**src/rtl/core/smpd_pkg.sv**
```systemverilog
`timescale 1ns / 1ps

package smpd_pkg;

    localparam int MAX_SIDE    = 64;
    localparam int MAX_CLASSES = 8;
    localparam int SCORE_BITS  = 16;

    // fixed widths of the word fields
    localparam int IN_CLASSES = 8;
    localparam int CLS_W      = 3;
    localparam int RC_W       = 6;
    localparam int PEAK_W     = 18;
    localparam int FW_W       = 7;
    localparam int CNT_W      = 4;
    localparam int CFG_W      = 18;
    localparam int CFG_IDX_W  = 2;

    localparam int COL_W  = $clog2(MAX_SIDE);
    localparam int ROW_W  = COL_W + 1;
    localparam int GW     = COL_W + 1;
    localparam int POS_W  = 2 * COL_W + 2;
    localparam int RAW_W  = SCORE_BITS - 1;
    localparam int SUM_W  = RAW_W + 11;
    localparam int QDEPTH = 4;
    localparam int QP_W   = $clog2(QDEPTH);

    localparam logic [PEAK_W-1:0] PEAK_MAX = '1;

    localparam int W_CORNER = 77;
    localparam int W_EDGE   = 128;
    localparam int W_CENTER = 256;
    localparam int ROUND    = 128;

    typedef enum logic [CFG_IDX_W-1:0] {
        REG_FRAME_WIDTH    = 2'd0,
        REG_FRAME_HEIGHT   = 2'd1,
        REG_CLASS_COUNT    = 2'd2,
        REG_PEAK_THRESHOLD = 2'd3
    } cfg_index_t;

    typedef struct packed {
        logic                         mode;
        logic signed [SCORE_BITS-1:0] score_class0;
        logic signed [SCORE_BITS-1:0] score_class1;
        logic signed [SCORE_BITS-1:0] score_class2;
        logic signed [SCORE_BITS-1:0] score_class3;
        logic signed [SCORE_BITS-1:0] score_class4;
        logic signed [SCORE_BITS-1:0] score_class5;
        logic signed [SCORE_BITS-1:0] score_class6;
        logic signed [SCORE_BITS-1:0] score_class7;
    } pixel_t;

    typedef struct packed {
        logic              found;
        logic [CLS_W-1:0]  winning_class;
        logic [PEAK_W-1:0] peak_score;
        logic [RC_W-1:0]   row_index;
        logic [RC_W-1:0]   column_index;
        logic              frame_last;
    } result_t;

    typedef struct packed {
        logic [GW-1:0]     width;
        logic [GW-1:0]     height;
        logic [CNT_W-1:0]  nclass;
        logic [PEAK_W-1:0] threshold;
    } geom_t;

    // result bookkeeping that rides along with each word
    typedef struct packed {
        logic             emit;
        logic [COL_W-1:0] q_row;
        logic [COL_W-1:0] q_col;
        logic             q_last;
    } tag_t;

    typedef logic [MAX_CLASSES-1:0][RAW_W-1:0]  raw_vec_t;
    typedef logic [MAX_CLASSES-1:0][PEAK_W-1:0] smooth_vec_t;

    typedef struct packed {
        raw_vec_t         raw;
        logic [ROW_W-1:0] row;
        logic [COL_W-1:0] col;
        tag_t             tag;
    } item_t;

    typedef struct packed {
        smooth_vec_t      s;
        logic [ROW_W-1:0] srow;
        logic             srow_ok;
        logic [COL_W-1:0] scol;
        tag_t             tag;
    } sm_t;

    function automatic logic [GW-1:0] clamp_side(input logic [FW_W-1:0] v);
        if (v == '0)
            return GW'(1);
        else if (int'(v) > MAX_SIDE)
            return GW'(MAX_SIDE);
        else
            return GW'(v);
    endfunction

    function automatic logic [CNT_W-1:0] clamp_classes(input logic [CNT_W-1:0] v);
        if (v == '0)
            return CNT_W'(1);
        else if (int'(v) > MAX_CLASSES)
            return CNT_W'(MAX_CLASSES);
        else
            return v;
    endfunction

endpackage

```
**src/rtl/core/smpd_queue.sv**
```systemverilog
`timescale 1ns / 1ps

module smpd_queue
    import smpd_pkg::*;
(
    input  logic  clk,
    input  logic  rst_n,
    input  logic  push,
    input  item_t din,
    input  logic  pop,
    output item_t dout,
    output logic  full,
    output logic  empty
);

    item_t             entry_reg [QDEPTH];
    logic [QP_W-1:0]   wr_reg;
    logic [QP_W-1:0]   rd_reg;
    logic [QP_W:0]     count_reg;

    assign full  = count_reg == (QP_W+1)'(QDEPTH);
    assign empty = count_reg == '0;
    assign dout  = entry_reg[rd_reg];

    always_ff @(posedge clk)
    begin
        if (push)
            entry_reg[wr_reg] <= din;
    end

    always_ff @(posedge clk or negedge rst_n)
    begin
        if (!rst_n)
        begin
            wr_reg    <= '0;
            rd_reg    <= '0;
            count_reg <= '0;
        end
        else
        begin
            if (push)
                wr_reg <= wr_reg + QP_W'(1);
            if (pop)
                rd_reg <= rd_reg + QP_W'(1);
            if (push && !pop)
                count_reg <= count_reg + (QP_W+1)'(1);
            else if (pop && !push)
                count_reg <= count_reg - (QP_W+1)'(1);
        end
    end

endmodule

```
**config.mk**
```make
export PLATFORM = sky130hd
export DESIGN_NAME = smpd_queue
export DESIGN_NICKNAME = d
export VERILOG_FILES = /design/src/rtl/core/smpd_pkg.sv /design/src/rtl/core/smpd_queue.sv
export SDC_FILE = /design/constraint.sdc
export NUM_CORES = 1
export LEC_CHECK = 0
export BUFFER_PORTS_ARGS = -buffer_cell sky130_fd_sc_hd__buf_2
export CORE_ASPECT_RATIO = 0.75
export CORE_MARGIN = 4
export CORE_UTILIZATION = 24
export DETAILED_ROUTE_END_ITERATION = 8
export PLACE_DENSITY = 0.47
export SYNTH_ARGS = -nofsm -noshare
export SYNTH_HDL_FRONTEND = slang
export SYNTH_SLANG_ARGS = --single-unit
export TNS_END_PERCENT = 100
```
**constraint.sdc**
```tcl
create_clock -name clk -period 13.7 [get_ports clk]
set_input_delay 0 -clock clk [delete_from_list [all_inputs] [get_ports clk]]
set_output_delay 0 -clock clk [all_outputs]
set_load 0.02 [all_outputs]
```
==> results.yml <==
run_status:
  status: "finished clean"
global_routing:
  grt_max_degree: 61
  globalRouteOverflowTotal: 0
  grt_usage_pct: 10.2
  grt_pass1_wl_mm: 73.3
  use_met1_pct: 13.2
  grt.busiest_layer: "met2"
  use_met2_pct: 16.7
  grt_pass1_vias: 11500
  antenna_found_initial: 2
  met3_usage_pct: 3.12
finish:
  seq_area_um2: 17800
  postLayoutCellArea_um2: 27900
  layout-drive-gt1-share_pct: 41.6
  diodes: 0
  largest_reg_flops: 588
  multiInputGateArea_um2: 3520
  area_delta_synth_final_pct: 29.3
  n_fill_cell: 8694
  nets: 1455
routing:
  wl_mm: 48.7
  drt_first_pass_iters: 4
  vias_per_cell: 4.01
  num_vias: 10300
  drt_iter0_drc: 642
  drtAntennaViolNets: 0
  drc: 0
  wl_per_cell_um: 19.1
placed_design:
  portBuffers: 299
  dpl.hpwl_mm: 29.1
  place_congestion: 0.670
  placed_area_um2: 24500
yosys:
  synthCells: 802
  synth_top_cell_by_area: "edfxtp_1"
  yosysMostFrequentCell: "edfxtp_1"
  synth_nets: 959
  synth_edf_count: 588
  synth_commonest_cells: "edfxtp_1 (588), mux4_2 (147), buf_2 (15), buf_6 (14), dfrtp_1 (7)"
  ys_seq_area_share_pct: 82.5
  synth_area_per_cell_um2: 26.9
  async_flop_share_pct: 1.18
  synth_top_cell_area_share_pct: 81.7
  ys_types: 20
  synth-seq-cells: 595
  yosys_warnings: 0
  synth.area.top_cells: "edfxtp_1 (82%), mux4_2 (15%), dfrtp_1 (0.81%)"
  netlist_area_um2: 21600
  synth-main-ff-cell: "edfxtp_1"
power:
  cellPowerDensity_nw_per_um2: 212
  ir_worst_vdd_mv: 0.106
  p_leak_uw: 0.00937
floorplanning:
  coreArea_um2: 89400
  die_x_um: 354
  die_h_um: 268
  die_area_um2: 95000
  start_util_pct: 24.2
  io_pins: 300
  fp-row-count: 95
worst_hold_path:
  hp-class: "in2reg"
cts:
  post_cts_buffers: 0
  cts_tree: "yes"
  clk-insertion-delay-late_ns: 0.61
  cts_htree_levels: 2
  root_buffer: "clkbuf_16"
  cts_buffers: 61
  clock_path_buffers: 3
  clk_pin_slew_worst_paths_ns: 0.06
  cts_sinks: 595
sta:
  fmax_mhz: 251
  tns_ns: 0
  finalHoldViolCount: 0
  clock_skew_ns: 0.00945
  slew_headroom_pct: 26.9
  rsz0062_at_grt: "false"
  min_period_over_period_pct: 29.1
  worst_pin_slew_ns: 1.10
  fin_crit_ns: 3.98
  finalMaxSlewViolations: 0
  setup_viol: 0
setup_path:
  end_kind: "output pin"
  critical_path_class: "reg2out"
  cp_max_fo: 44
  critPathRequiredTime_ns: 13.70
  crit_path_start_kind: "flip-flop"
  ff2ff_setup_slack_ns: 10.77
  crit_arrival_ns: 3.98
run:
  drv_cap: 0
cell families after synthesis:
group / Yosys count / share of synthesized area (%)
compound gates: 1 / 0.0231
mux: 148 / 15.4
flops: 595 / 82.5
fa+ha+maj: 6 / 0.382
xor+xnor: 6 / 0.243
buf+inv: 37 / 1.23
simple gates: 9 / 0.226
layout by cell type (no fill, tap or decap), types with 5 or more instances in the layout:
| cell | netlist | final |
|---|---|---|
| buf_2 | 15 | 299 |
| buf_4 | 1 | 16 |
| bufinv_16 | 0 | 6 |
| clkbuf_16 | 0 | 61 |
| clkinv_1 | 0 | 16 |
| clkinv_2 | 0 | 14 |
| dfrtp_1 | 7 | 5 |
| dlygate4sd3_1 | 0 | 151 |
| edfxtp_1 | 588 | 588 |
| ha_1 | 5 | 5 |
| mux4_2 | 147 | 147 |
cell type report:
class,count,share of cell area (%)
Sequential cell,595,63.8
Multi-Input combinational cell,170,12.6
Timing Repair Buffer,466,11.2
Clock buffer,64,5.50
Tap cell,1212,5.43
Clock inverter,45,1.39
Inverter,4,0.0537
power by group:
part | internal, uW | leakage (uW) | switching [uW] | total (uW)
Combinational | 716 | 0.00294 | 1100 | 1810
Sequential | 2380 | 0.00548 | 128 | 2510
Clock | 923 | 0.000949 | 690 | 1610
Total | 4020 | 0.00937 | 1910 | 5940
metrics by stage:
step / setup slack [ns] / util (%) / hold WS (ns) / total power, uW / cells
finish: 9.72 / 31.3 / 0.137 / 5940 / 2556
global route: 9.22 / 31.3 / 0.0877 / 6260 / 2556
CTS: 9.37 / 31.3 / 0.0679 / 6090 / 2556
detailed placement: 10.06 / 27.4 / -0.145 / 4410 / 2296
global placement: 10.06 / 27.4 / -0.145 / 4380 / 2296
floorplan: 9.20 / - / -0.296 / 3790 / 802
final timing paths:
kind,startpoint,end,cells past startpoint
min in group asynchronous,rst_n,rd_reg[0]$_DFFE_PN0P_,3
max in group asynchronous,rst_n,rd_reg[1]$_DFFE_PN0P_,3
max reg2reg,wr_reg[1]$_DFFE_PN0P_,entry_reg[1][41]$_DFFE_PP_,5
max,rd_reg[0]$_DFFE_PN0P_,dout[68],4
min,din[84],entry_reg[0][84]$_DFFE_PP_,2
min reg2reg,count_reg[2]$_DFFE_PN0P_,count_reg[2]$_DFFE_PN0P_,1
critical path, stage by stage, from the launching register on:
cell     delay [ns]
dfrtp_4        1.02
buf_4          0.86
buf_4          0.67
mux4_2         0.60
buf_2          0.18
metal layers:
metal  vias up  wire length (um)
met5         -                27
li1       4477                 -
met2       260             23100
met3        83              3500
met1      5433             21000
met4         4              1130
timing repair:
item | CTS | global route
gates resized for setup | 0 | 0
endpoints found under the hold margin | 602 | 0
hold buffers | 151 | 0
Power figures use the tool's default switching activity.
