**config.mk**
```make
export PLATFORM = sky130hd
export DESIGN_NAME = smpd_outq
export DESIGN_NICKNAME = d
export VERILOG_FILES = /design/src/rtl/core/smpd_pkg.sv /design/src/rtl/core/smpd_outq.sv
export SDC_FILE = /design/constraint.sdc
export NUM_CORES = 1
export LEC_CHECK = 0
export BUFFER_PORTS_ARGS = -buffer_cell sky130_fd_sc_hd__buf_2
export CORE_MARGIN = 1.5
export CORE_UTILIZATION = 56
export CTS_CLUSTER_DIAMETER = 120
export DETAILED_ROUTE_END_ITERATION = 7
export GPL_ROUTABILITY_DRIVEN = 0
export PLACE_DENSITY = 0.89
export SLEW_MARGIN = 20
export SYNTH_ARGS = -nofsm -noshare
export SYNTH_HDL_FRONTEND = slang
export SYNTH_SLANG_ARGS = --single-unit
```
**constraint.sdc**
```tcl
create_clock -name clk -period 2.8 [get_ports clk]
set_clock_uncertainty 0.15 [all_clocks]
set_input_delay 0.56 -clock clk [delete_from_list [all_inputs] [get_ports clk]]
set_output_delay 0.56 -clock clk [all_outputs]
set_load 0.01 [all_outputs]
```
**src/rtl/core/smpd_pkg.sv**
```systemverilog
`timescale 1ns / 1ps

package smpd_pkg;

    localparam int MAX_SIDE    = 64;
    localparam int MAX_CLASSES = 8;
    localparam int SCORE_BITS  = 16;

    // fixed widths of the word fields
    localparam int IN_CLASSES = 8;
    localparam int CLS_W      = 3;
    localparam int RC_W       = 6;
    localparam int PEAK_W     = 18;
    localparam int FW_W       = 7;
    localparam int CNT_W      = 4;
    localparam int CFG_W      = 18;
    localparam int CFG_IDX_W  = 2;

    localparam int COL_W  = $clog2(MAX_SIDE);
    localparam int ROW_W  = COL_W + 1;
    localparam int GW     = COL_W + 1;
    localparam int POS_W  = 2 * COL_W + 2;
    localparam int RAW_W  = SCORE_BITS - 1;
    localparam int SUM_W  = RAW_W + 11;
    localparam int QDEPTH = 4;
    localparam int QP_W   = $clog2(QDEPTH);

    localparam logic [PEAK_W-1:0] PEAK_MAX = '1;

    localparam int W_CORNER = 77;
    localparam int W_EDGE   = 128;
    localparam int W_CENTER = 256;
    localparam int ROUND    = 128;

    typedef enum logic [CFG_IDX_W-1:0] {
        REG_FRAME_WIDTH    = 2'd0,
        REG_FRAME_HEIGHT   = 2'd1,
        REG_CLASS_COUNT    = 2'd2,
        REG_PEAK_THRESHOLD = 2'd3
    } cfg_index_t;

    typedef struct packed {
        logic                         mode;
        logic signed [SCORE_BITS-1:0] score_class0;
        logic signed [SCORE_BITS-1:0] score_class1;
        logic signed [SCORE_BITS-1:0] score_class2;
        logic signed [SCORE_BITS-1:0] score_class3;
        logic signed [SCORE_BITS-1:0] score_class4;
        logic signed [SCORE_BITS-1:0] score_class5;
        logic signed [SCORE_BITS-1:0] score_class6;
        logic signed [SCORE_BITS-1:0] score_class7;
    } pixel_t;

    typedef struct packed {
        logic              found;
        logic [CLS_W-1:0]  winning_class;
        logic [PEAK_W-1:0] peak_score;
        logic [RC_W-1:0]   row_index;
        logic [RC_W-1:0]   column_index;
        logic              frame_last;
    } result_t;

    typedef struct packed {
        logic [GW-1:0]     width;
        logic [GW-1:0]     height;
        logic [CNT_W-1:0]  nclass;
        logic [PEAK_W-1:0] threshold;
    } geom_t;

    // result bookkeeping that rides along with each word
    typedef struct packed {
        logic             emit;
        logic [COL_W-1:0] q_row;
        logic [COL_W-1:0] q_col;
        logic             q_last;
    } tag_t;

    typedef logic [MAX_CLASSES-1:0][RAW_W-1:0]  raw_vec_t;
    typedef logic [MAX_CLASSES-1:0][PEAK_W-1:0] smooth_vec_t;

    typedef struct packed {
        raw_vec_t         raw;
        logic [ROW_W-1:0] row;
        logic [COL_W-1:0] col;
        tag_t             tag;
    } item_t;

    typedef struct packed {
        smooth_vec_t      s;
        logic [ROW_W-1:0] srow;
        logic             srow_ok;
        logic [COL_W-1:0] scol;
        tag_t             tag;
    } sm_t;

    function automatic logic [GW-1:0] clamp_side(input logic [FW_W-1:0] v);
        if (v == '0)
            return GW'(1);
        else if (int'(v) > MAX_SIDE)
            return GW'(MAX_SIDE);
        else
            return GW'(v);
    endfunction

    function automatic logic [CNT_W-1:0] clamp_classes(input logic [CNT_W-1:0] v);
        if (v == '0)
            return CNT_W'(1);
        else if (int'(v) > MAX_CLASSES)
            return CNT_W'(MAX_CLASSES);
        else
            return v;
    endfunction

endpackage

```
**src/rtl/core/smpd_outq.sv**
```systemverilog
`timescale 1ns / 1ps

module smpd_outq
    import smpd_pkg::*;
(
    input  logic    clk,
    input  logic    rst_n,
    input  logic    push,
    input  result_t din,
    input  logic    pop,
    output result_t dout,
    output logic    full,
    output logic    empty
);

    result_t         entry_reg [QDEPTH];
    logic [QP_W-1:0] wr_reg;
    logic [QP_W-1:0] rd_reg;
    logic [QP_W:0]   count_reg;

    assign full  = count_reg == (QP_W+1)'(QDEPTH);
    assign empty = count_reg == '0;
    assign dout  = entry_reg[rd_reg];

    always_ff @(posedge clk)
    begin
        if (push)
            entry_reg[wr_reg] <= din;
    end

    always_ff @(posedge clk or negedge rst_n)
    begin
        if (!rst_n)
        begin
            wr_reg    <= '0;
            rd_reg    <= '0;
            count_reg <= '0;
        end
        else
        begin
            if (push)
                wr_reg <= wr_reg + QP_W'(1);
            if (pop)
                rd_reg <= rd_reg + QP_W'(1);
            if (push && !pop)
                count_reg <= count_reg + (QP_W+1)'(1);
            else if (pop && !push)
                count_reg <= count_reg - (QP_W+1)'(1);
        end
    end

endmodule

```
==> metrics.log <==
INFO  metric ios = 76
INFO  metric synth-edff-count = 140
INFO  metric fin_crit_sh = 0.947
INFO  metric critPathCaptureType = output pin
INFO  metric timing.critical_path.required = 2.09 ns
INFO  metric fraction_of_the_yosys_area_taken_by_sequential_cells = 0.796
INFO  metric row_count = 35
INFO  metric grt-ovfl-total = 0
INFO  metric crit_path_start_kind = flop
INFO  metric cell_internal_pwr = 4.99 mW
INFO  metric routed-via-count = 2454
INFO  metric insertion_delay = 0.51 ns
INFO  metric timing.final.setup_violations = 0
INFO  metric number_of_buffers_inserted_by_post_cts_setup_repair = 0
INFO  metric design_power_total = 6.91 mW
INFO  metric clk_pin_slew_worst_paths = 0.06 ns
INFO  metric outcome = completed
INFO  metric timing.critical_path.buf_inv = 2
INFO  metric final_area = 6610 µm²
INFO  metric path_depth_of_the_worst_reg2reg_path = 4
INFO  metric die_h = 102 µm
INFO  metric initialDrtViolationCount = 77
INFO  metric tritoncts = yes
INFO  metric placedCellCount = 420
INFO  metric post-synth-top-area-cell = edfxtp_1
INFO  metric nFillCells = 601
INFO  metric final_core_util = 0.705
INFO  metric hold_violations = 0
INFO  metric drt_wl_total = 8.91 mm
INFO  metric slew_headroom = 0.681
INFO  metric layout_min_cycle_time = 2.65 ns
INFO  metric worst_pin_slew = 0.478 ns
INFO  metric initial_standard_cell_utilization_of_the_core = 0.587
INFO  metric sequential_power_share = 0.443
INFO  metric grt_use_total = 0.193
INFO  metric worst_hold_path.num_cells = 1
INFO  metric drt_drc_violations_left = 0
INFO  metric synthesis.area = 5500 µm²
INFO  metric die-width = 102 µm
INFO  metric crit_path_setup_slack_layout = 0.148 ns
INFO  metric critical_path_arrival = 1.94 ns
INFO  metric htree_num_levels = 4
INFO  metric fp.coreArea = 9370 µm²
INFO  metric syn-mean-instance-area = 25.3 µm²
INFO  metric yosysUniqueCellTypes = 19
INFO  metric combPwrFrac = 0.275
INFO  metric pin_count_of_the_biggest_net_entering_global_routing = 25
INFO  metric via_per_inst = 5.43
INFO  metric max-vdd-ir-drop = 0.565 mV
INFO  metric critical_path_cell_count = 3
INFO  metric clock_tree.root_cell = clkbuf_8
INFO  metric clock_power_share = 0.282
INFO  metric die_area = 10400 µm²
INFO  metric antenna_found_initial = 0
INFO  metric first_global_vias = 2714
INFO  metric critical_path.slowest_cell = mux4_1
INFO  metric setup_tns = 0 ns
INFO  metric post-synth-top-count-cell = edfxtp_1
INFO  metric tritoncts.num_buffers = 17
INFO  metric critical_path.max_fanout = 13
INFO  metric fmax = 0.377 GHz
INFO  metric num_antenna_cells = 0
INFO  metric nNetsFinal = 356
INFO  metric path_cells = buf_4 > mux4_1 > buf_2
INFO  metric cts_max_path_buffers = 2
INFO  metric max_stage_delay = 0.61 ns
INFO  metric area.growth.synth_to_final = 20.1%
INFO  metric ant_nets = 0
INFO  metric netlist_instances = 217
INFO  metric hold_path_class = input port to flop
INFO  metric mappedNetlistNets = 262
INFO  metric stdcell_count = 452
INFO  metric timing.critical_path.max_delay_family = multiplexers
INFO  metric port_buffer_count = 75
INFO  metric switching_share = 0.278
INFO  metric dr_wl_cell = 19.7 µm
INFO  metric detail_route.first_pass.iterations = 5
INFO  metric clock-sinks = 147
INFO  metric holdWs = 0.105 ns
INFO  metric cap_violations = 0
INFO  metric net-switching-power = 1.92 mW
INFO  metric ys_dominant_reg_cell = edfxtp_1
INFO  metric final_layout_size_suffix_gt1_frac = 0.440
INFO  metric dp_hpwl = 5.60 mm
INFO  metric yosys.area.top_type_share = 0.764
INFO  metric grt_first_pass_wirelength = 14.0 mm
INFO  metric synth-async-reset-ratio = 0.0476
INFO  metric post_synthesis_register_bit_count = 147
INFO  metric unrepaired_setup_endpoints_after_global_routing = false
INFO  metric static-leakage-power = 2.33 nW
INFO  metric cts-hold-fix-buffers = 1
INFO  metric regArea = 4380 µm²
INFO  metric power.density_cell_area = 1050 nW/µm²
INFO  metric final-max-slew-violation-count = 0
INFO  metric post_cts_resized = 0
INFO  metric detailed_place.area = 6080 µm²
INFO  metric max_ffs_per_register = 140
INFO  metric ys_top_cells_by_area = edfxtp_1 (76%), mux4_2 (11%), mux4_1 (3.3%), dfrtp_1 (3.2%), ha_1 (1.1%)
INFO  metric area_occupied_by_multi_input_gates = 1020 µm²
INFO  metric most_instantiated_cells_after_synthesis = edfxtp_1 (140), mux4_2 (28), dfrtp_1 (7), mux4_1 (7), ha_1 (5)
INFO  metric crit_type = flop to output pin
INFO  metric placement.setup.worst_slack = 0.674 ns
INFO  metric synth.yosys.warnings = 0
routing by layer:
metal  vias to the layer above  track usage  wire (µm)
li1                       1110            -          -
met1                      1261        0.240       3690
met2                        72        0.320       4700
met3                        11       0.0670        436
met4                         0       0.0706         91
met5                         -            0          0
power by group through the flow:
stage | combinational [mW] | clock (mW) | sequential, mW
floorplan | 1.35 | 0 | 3.02
detailed placement | 1.94 | 0 | 3.11
global route | 2.08 | 2.09 | 3.10
CTS | 1.95 | 1.98 | 3.07
global placement | 1.91 | 0 | 3.07
finish | 1.90 | 1.95 | 3.06
final timing paths:
| kind | from | to | slack [ns] |
|---|---|---|---|
| max | rd_reg[0]$_DFFE_PN0P_ | dout[31] | 0.15 |
| max reg2reg | wr_reg[0]$_DFFE_PN0P_ | entry_reg[0][2]$_DFFE_PP_ | 0.98 |
| min reg2reg | count_reg[2]$_DFFE_PN0P_ | count_reg[2]$_DFFE_PN0P_ | 0.36 |
| max in group asynchronous | rst_n | rd_reg[1]$_DFFE_PN0P_ | 2.01 |
| min in group asynchronous | rst_n | count_reg[0]$_DFFE_PN0P_ | 0.31 |
| min | din[34] | entry_reg[0][34]$_DFFE_PP_ | 0.11 |
final cells by class:
cell class / count / share of cell area
flip-flops and latches: 147 / 0.663
multi-input cells: 58 / 0.154
repair buffers: 83 / 0.0777
clock buffers: 19 / 0.0638
well taps: 129 / 0.0244
clock inverters: 12 / 0.0140
inverters: 4 / 0.00227
kinds of logic after synthesis:
family | Yosys count | synth area share
AOI/OAI and AO/OA | 1 | 0.000909
xor gates and xnor gates | 6 | 0.00955
adders and majority gates | 6 | 0.0150
buffers and inverters | 12 | 0.0193
DFF | 147 | 0.796
muxes | 36 | 0.150
and+or+nand+nor | 9 | 0.00887
cells in the final DEF (no fill, tap or decap), drive strengths merged:
| master | instances |
|---|---|
| and2 | 4 |
| buf | 82 |
| bufinv | 1 |
| clkbuf | 19 |
| clkinv | 6 |
| clkinvlp | 5 |
| dfrtp | 7 |
| dlygate4sd3 | 1 |
| edfxtp | 140 |
| fa | 1 |
| ha | 5 |
| inv | 4 |
| mux2 | 1 |
| mux4 | 35 |
| nand2 | 2 |
| nor2 | 1 |
| nor3 | 1 |
| nor3b | 1 |
| o21ai | 1 |
| xnor2 | 2 |
| xor2 | 4 |
(Power assumes the default switching activity.)
