File: src/rtl/core/smpd_pkg.sv
`timescale 1ns / 1ps

package smpd_pkg;

    localparam int MAX_SIDE    = 64;
    localparam int MAX_CLASSES = 8;
    localparam int SCORE_BITS  = 16;

    // fixed widths of the word fields
    localparam int IN_CLASSES = 8;
    localparam int CLS_W      = 3;
    localparam int RC_W       = 6;
    localparam int PEAK_W     = 18;
    localparam int FW_W       = 7;
    localparam int CNT_W      = 4;
    localparam int CFG_W      = 18;
    localparam int CFG_IDX_W  = 2;

    localparam int COL_W  = $clog2(MAX_SIDE);
    localparam int ROW_W  = COL_W + 1;
    localparam int GW     = COL_W + 1;
    localparam int POS_W  = 2 * COL_W + 2;
    localparam int RAW_W  = SCORE_BITS - 1;
    localparam int SUM_W  = RAW_W + 11;
    localparam int QDEPTH = 4;
    localparam int QP_W   = $clog2(QDEPTH);

    localparam logic [PEAK_W-1:0] PEAK_MAX = '1;

    localparam int W_CORNER = 77;
    localparam int W_EDGE   = 128;
    localparam int W_CENTER = 256;
    localparam int ROUND    = 128;

    typedef enum logic [CFG_IDX_W-1:0] {
        REG_FRAME_WIDTH    = 2'd0,
        REG_FRAME_HEIGHT   = 2'd1,
        REG_CLASS_COUNT    = 2'd2,
        REG_PEAK_THRESHOLD = 2'd3
    } cfg_index_t;

    typedef struct packed {
        logic                         mode;
        logic signed [SCORE_BITS-1:0] score_class0;
        logic signed [SCORE_BITS-1:0] score_class1;
        logic signed [SCORE_BITS-1:0] score_class2;
        logic signed [SCORE_BITS-1:0] score_class3;
        logic signed [SCORE_BITS-1:0] score_class4;
        logic signed [SCORE_BITS-1:0] score_class5;
        logic signed [SCORE_BITS-1:0] score_class6;
        logic signed [SCORE_BITS-1:0] score_class7;
    } pixel_t;

    typedef struct packed {
        logic              found;
        logic [CLS_W-1:0]  winning_class;
        logic [PEAK_W-1:0] peak_score;
        logic [RC_W-1:0]   row_index;
        logic [RC_W-1:0]   column_index;
        logic              frame_last;
    } result_t;

    typedef struct packed {
        logic [GW-1:0]     width;
        logic [GW-1:0]     height;
        logic [CNT_W-1:0]  nclass;
        logic [PEAK_W-1:0] threshold;
    } geom_t;

    // result bookkeeping that rides along with each word
    typedef struct packed {
        logic             emit;
        logic [COL_W-1:0] q_row;
        logic [COL_W-1:0] q_col;
        logic             q_last;
    } tag_t;

    typedef logic [MAX_CLASSES-1:0][RAW_W-1:0]  raw_vec_t;
    typedef logic [MAX_CLASSES-1:0][PEAK_W-1:0] smooth_vec_t;

    typedef struct packed {
        raw_vec_t         raw;
        logic [ROW_W-1:0] row;
        logic [COL_W-1:0] col;
        tag_t             tag;
    } item_t;

    typedef struct packed {
        smooth_vec_t      s;
        logic [ROW_W-1:0] srow;
        logic             srow_ok;
        logic [COL_W-1:0] scol;
        tag_t             tag;
    } sm_t;

    function automatic logic [GW-1:0] clamp_side(input logic [FW_W-1:0] v);
        if (v == '0)
            return GW'(1);
        else if (int'(v) > MAX_SIDE)
            return GW'(MAX_SIDE);
        else
            return GW'(v);
    endfunction

    function automatic logic [CNT_W-1:0] clamp_classes(input logic [CNT_W-1:0] v);
        if (v == '0)
            return CNT_W'(1);
        else if (int'(v) > MAX_CLASSES)
            return CNT_W'(MAX_CLASSES);
        else
            return v;
    endfunction

endpackage

File: src/rtl/core/smpd_front.sv
`timescale 1ns / 1ps

module smpd_front
    import smpd_pkg::*;
(
    input  logic   clk,
    input  logic   rst_n,
    input  geom_t  geom,
    input  logic   restart,
    input  logic   take,
    input  pixel_t pixel,
    output item_t  item
);

    logic [ROW_W-1:0] row_reg;
    logic [COL_W-1:0] col_reg;
    logic [POS_W-1:0] pos_reg;
    logic [COL_W-1:0] qrow_reg;
    logic [COL_W-1:0] qcol_reg;

    logic [IN_CLASSES-1:0][SCORE_BITS-1:0] sc;
    logic                                  store;
    logic                                  emit;
    logic                                  q_last;
    logic [POS_W-1:0]                      emit_from;
    logic [GW-1:0]                         wm1;
    logic [GW-1:0]                         hm1;
    logic                                  col_wrap;
    logic                                  qcol_wrap;

    assign sc = {pixel.score_class7, pixel.score_class6, pixel.score_class5,
                 pixel.score_class4, pixel.score_class3, pixel.score_class2,
                 pixel.score_class1, pixel.score_class0};

    assign wm1       = geom.width - GW'(1);
    assign hm1       = geom.height - GW'(1);
    assign store     = row_reg < geom.height;
    assign emit_from = (POS_W'(geom.width) << 1) + POS_W'(2);
    assign emit      = pos_reg >= emit_from;
    assign q_last    = (qrow_reg == hm1[COL_W-1:0]) && (qcol_reg == wm1[COL_W-1:0]);
    assign col_wrap  = (GW'(col_reg) + GW'(1)) >= geom.width;
    assign qcol_wrap = qcol_reg == wm1[COL_W-1:0];

    always_comb
    begin
        for (int k = 0; k < MAX_CLASSES; k++)
        begin
            // drop negative scores, flush steps and anything past the frame
            if (store && !pixel.mode && !sc[k][SCORE_BITS-1])
                item.raw[k] = sc[k][RAW_W-1:0];
            else
                item.raw[k] = '0;
        end
        item.row        = row_reg;
        item.col        = col_reg;
        item.tag.emit   = emit;
        item.tag.q_row  = qrow_reg;
        item.tag.q_col  = qcol_reg;
        item.tag.q_last = q_last;
    end

    always_ff @(posedge clk or negedge rst_n)
    begin
        if (!rst_n)
        begin
            row_reg  <= '0;
            col_reg  <= '0;
            pos_reg  <= '0;
            qrow_reg <= '0;
            qcol_reg <= '0;
        end
        else if (restart || (take && emit && q_last))
        begin
            row_reg  <= '0;
            col_reg  <= '0;
            pos_reg  <= '0;
            qrow_reg <= '0;
            qcol_reg <= '0;
        end
        else if (take)
        begin
            pos_reg <= pos_reg + POS_W'(1);
            if (col_wrap)
            begin
                col_reg <= '0;
                row_reg <= row_reg + ROW_W'(1);
            end
            else
            begin
                col_reg <= col_reg + COL_W'(1);
            end
            if (emit)
            begin
                if (qcol_wrap)
                begin
                    qcol_reg <= '0;
                    qrow_reg <= qrow_reg + COL_W'(1);
                end
                else
                begin
                    qcol_reg <= qcol_reg + COL_W'(1);
                end
            end
        end
    end

endmodule

File: config.mk
export PLATFORM = sky130hd
export DESIGN_NAME = smpd_front
export DESIGN_NICKNAME = d
export VERILOG_FILES = /design/src/rtl/core/smpd_pkg.sv /design/src/rtl/core/smpd_front.sv
export SDC_FILE = /design/constraint.sdc
export NUM_CORES = 1
export LEC_CHECK = 0
export BUFFER_PORTS_ARGS = -buffer_cell sky130_fd_sc_hd__buf_2
export CORE_AREA = 2 2 122 124
export DETAILED_ROUTE_END_ITERATION = 8
export DIE_AREA = 0 0 124 126
export PLACE_DENSITY = 0.74
export SLEW_MARGIN = 40
export SYNTH_ARGS = -nofsm -noshare
export SYNTH_HDL_FRONTEND = slang
export SYNTH_SLANG_ARGS = --single-unit
File: constraint.sdc
create_clock -name clk -period 6 [get_ports clk]
set_input_delay 0.3 -clock clk [delete_from_list [all_inputs] [get_ports clk]]
set_output_delay 0.3 -clock clk [all_outputs]
set_load 0.02 [all_outputs]
==> results.cfg <==
[sta]
drv_slew = 0
fin_setup_tns_ns = 0
fin_crit_sh_pct = 60.9
fin_crit_ns = 3.65
setup_viol = 0
finalHoldViolations = 25
fin_skew_ns = 0.00883
whs_ns = -0.0260
worst_pin_slew_ns = 0.747
max_freq_mhz = 274
relSlewSlack_pct = 50.2
rsz0062_at_grt = no

[critical_path]
arrival_ns = 3.35
worst_setup_path_end_kind = primary output
cp-start-kind = register
crit_type = reg -> out
worstPathRequired_ns = 5.70
cp_max_fo = 76

[routing]
wl_met1_mm = 7.41
remaining_drc_errors = 0
route.met2.wl_mm = 8.00
avgRoutedWirePerCell_um = 18.8
dr.pass1.iters = 5
vias = 5035
top_layer_used = met4
vias_per_cell = 5.41
wl_met3_mm = 1.86
totalWireLength_mm = 17.5
antenna_left = 0
drt-initial-drc-count = 464

[global_route]
grt_max_degree = 77
grt_pass1_vias = 4249
antenna_found_initial = 5
grt_pass1_wl_mm = 25.2
grt-ovfl-total = 0
track_usage_pct = 20.9

[floorplanning]
core_sq_um = 14300
die-area_sq_um = 15600
ioPinCount = 316
die_h_um = 126
start_util_pct = 29.0
die_w_um = 124
core.rowCount = 44

[cells_and_area]
largest_reg_flops = 14
area_growth_pct = 40.9
layoutNonFillerInstCount = 931
final_cell_area_sq_um = 5860
nets = 940
drive_gt1_share_pct = 42.8
final_util_pct = 40.9

[synth]
synthArstFlopShare_pct = 100
synth-seq-area-share_pct = 23.5
synth_compound_area_share_pct = 8.85
synth-edff-count = 0
synth_area_sq_um = 4160
synth_top_family_by_area = simple AND/OR/NAND/NOR gates
synth_xor_area_share_pct = 9.60
synth_fa_ha_area_share_pct = 8.73
ys_ff_latch = 39
synth_warnings = 0
synth-simple-area-share_pct = 42.3
syn_avg_cell_area_sq_um = 8.61
synthMuxAreaShare_pct = 0
synthCells = 483
synthDistinctLibCells = 46
ys.flop_type = dfrtp_1
syn_nets = 681

[clock_tree]
clk_latency_ns = 0.28
post_cts_resize_count = 0
cts_sinks = 39
hold_buffers = 0
numCtsBuffers = 5
path_clk_slew_ns = 0.06
cts_tree = built
root_buffer = clkbuf_16
cts_setup_buffers = 0
ctsLongestPathBuffers = 2
cts_max_level = 2

[placed_design]
gp_congestion = 0.877
place_area_sq_um = 5690
portBuffers = 293
hpwl_mm = 14.1
dp_cells = 919

[job]
max_cap_viol_count = 0

[pwr]
pwr_density_cell_nw_per_um2 = 153
leakagePower_nw = 2.99
ir_drop_mv = 0.124

[run_status]
failed_checks = hold timing
status = finished with violations

[worst_hold_path]
hold_path.class = in -> async
==> report_power, final <==
part | switching (W) | internal (W)
logic | 0.000191 | 0.000132
registers | 0.0000232 | 0.000276
clock network | 0.000109 | 0.000166
==> final timing paths <==
path	start	end	slack, ns	cells after the start
setup / recovery	row_reg[1]$_DFFE_PN0P_	item[60]	2.35	9
min in group clk	restart	pos_reg[1]$_DFFE_PN0P_	0.28	2
setup reg to reg	col_reg[0]$_DFFE_PN0P_	row_reg[6]$_DFFE_PN0P_	3.23	11
max in group asynchronous	rst_n	pos_reg[9]$_DFFE_PN0P_	5.65	1
hold / removal	rst_n	col_reg[5]$_DFFE_PN0P_	-0.03	1
hold reg to reg	qcol_reg[5]$_DFFE_PN0P_	qcol_reg[5]$_DFFE_PN0P_	0.54	1
==> cells in the final DEF, fill, tap and decap left out, types with 5 or more instances in the layout <==
master,n
nand2_1,25
nor3_1,8
nor2_1,32
inv_1,19
xor2_1,19
nand2b_1,6
dfrtp_1,39
a21oi_1,12
nand3_1,24
and3_1,9
nor4b_1,120
o21ai_0,8
clkbuf_16,5
xnor2_1,24
buf_2,292
ha_1,29
nand4_1,6
buf_4,6
a21o_1,10
o31ai_1,5
==> final cells by class <==
cell class / instances / area [sq um]
clock buffers: 6 / 139
diodes: 4 / 10.0
flip-flops and latches: 39 / 976
clock inverters: 2 / 13.8
fillers: 1462 / 8460
multi-input cells: 379 / 2910
inverters: 19 / 71.3
repair buffers: 298 / 1510
well taps: 184 / 230
==> critical path: stages (launching register included) <==
cell and delay [ns]:
dfrtp_1 0.43, ha_1 0.29, a21o_1 0.15, a21oi_1 0.14
nor2b_1 0.05, o21ai_0 0.30, a21oi_4 0.24, buf_4 0.40
nor4b_1 0.73, buf_2 0.29
==> per-layer routing <==
metal / vias to the layer above / global-route usage [%]
li1: 2341 / -
met1: 2434 / 30.4
met2: 244 / 32.1
met3: 16 / 4.30
met4: 0 / 4.10
met5: - / 0
==> synth_stat cells (8+ instances only) <==
cell type | instances | area [sq um]
clkbuf_1 | 37 | 139
nor2_1 | 32 | 120
and3_1 | 9 | 56.3
ha_1 | 29 | 363
xor2_1 | 19 | 166
a21oi_1 | 13 | 65.1
nand3_1 | 24 | 120
o21ai_0 | 9 | 45.0
xnor2_1 | 24 | 210
a21o_1 | 10 | 75.1
dfrtp_1 | 39 | 976
inv_1 | 19 | 71.3
nor3_1 | 8 | 40.0
nor4b_1 | 120 | 1050
nand2_1 | 25 | 93.8
==> metrics by stage <==
stage | power (W) | hold WS, ns | setup slack, ns
finish | 0.000897 | -0.0260 | 2.35
global route | 0.000949 | 0.0252 | 2.10
CTS | 0.000902 | 0.0117 | 2.39
detailed placement | 0.000625 | 0.315 | 2.71
global placement | 0.000620 | 0.483 | 2.71
floorplan | 0.000492 | 0.00441 | 3.19
==> cells by family after synthesis <==
group           count (synthesis)
compound gates                 52
xor+xnor                       44
fa+ha+maj                      29
buf+inv                        65
flops                          39
simple gates                  254
Power figures use the tool's default switching activity.
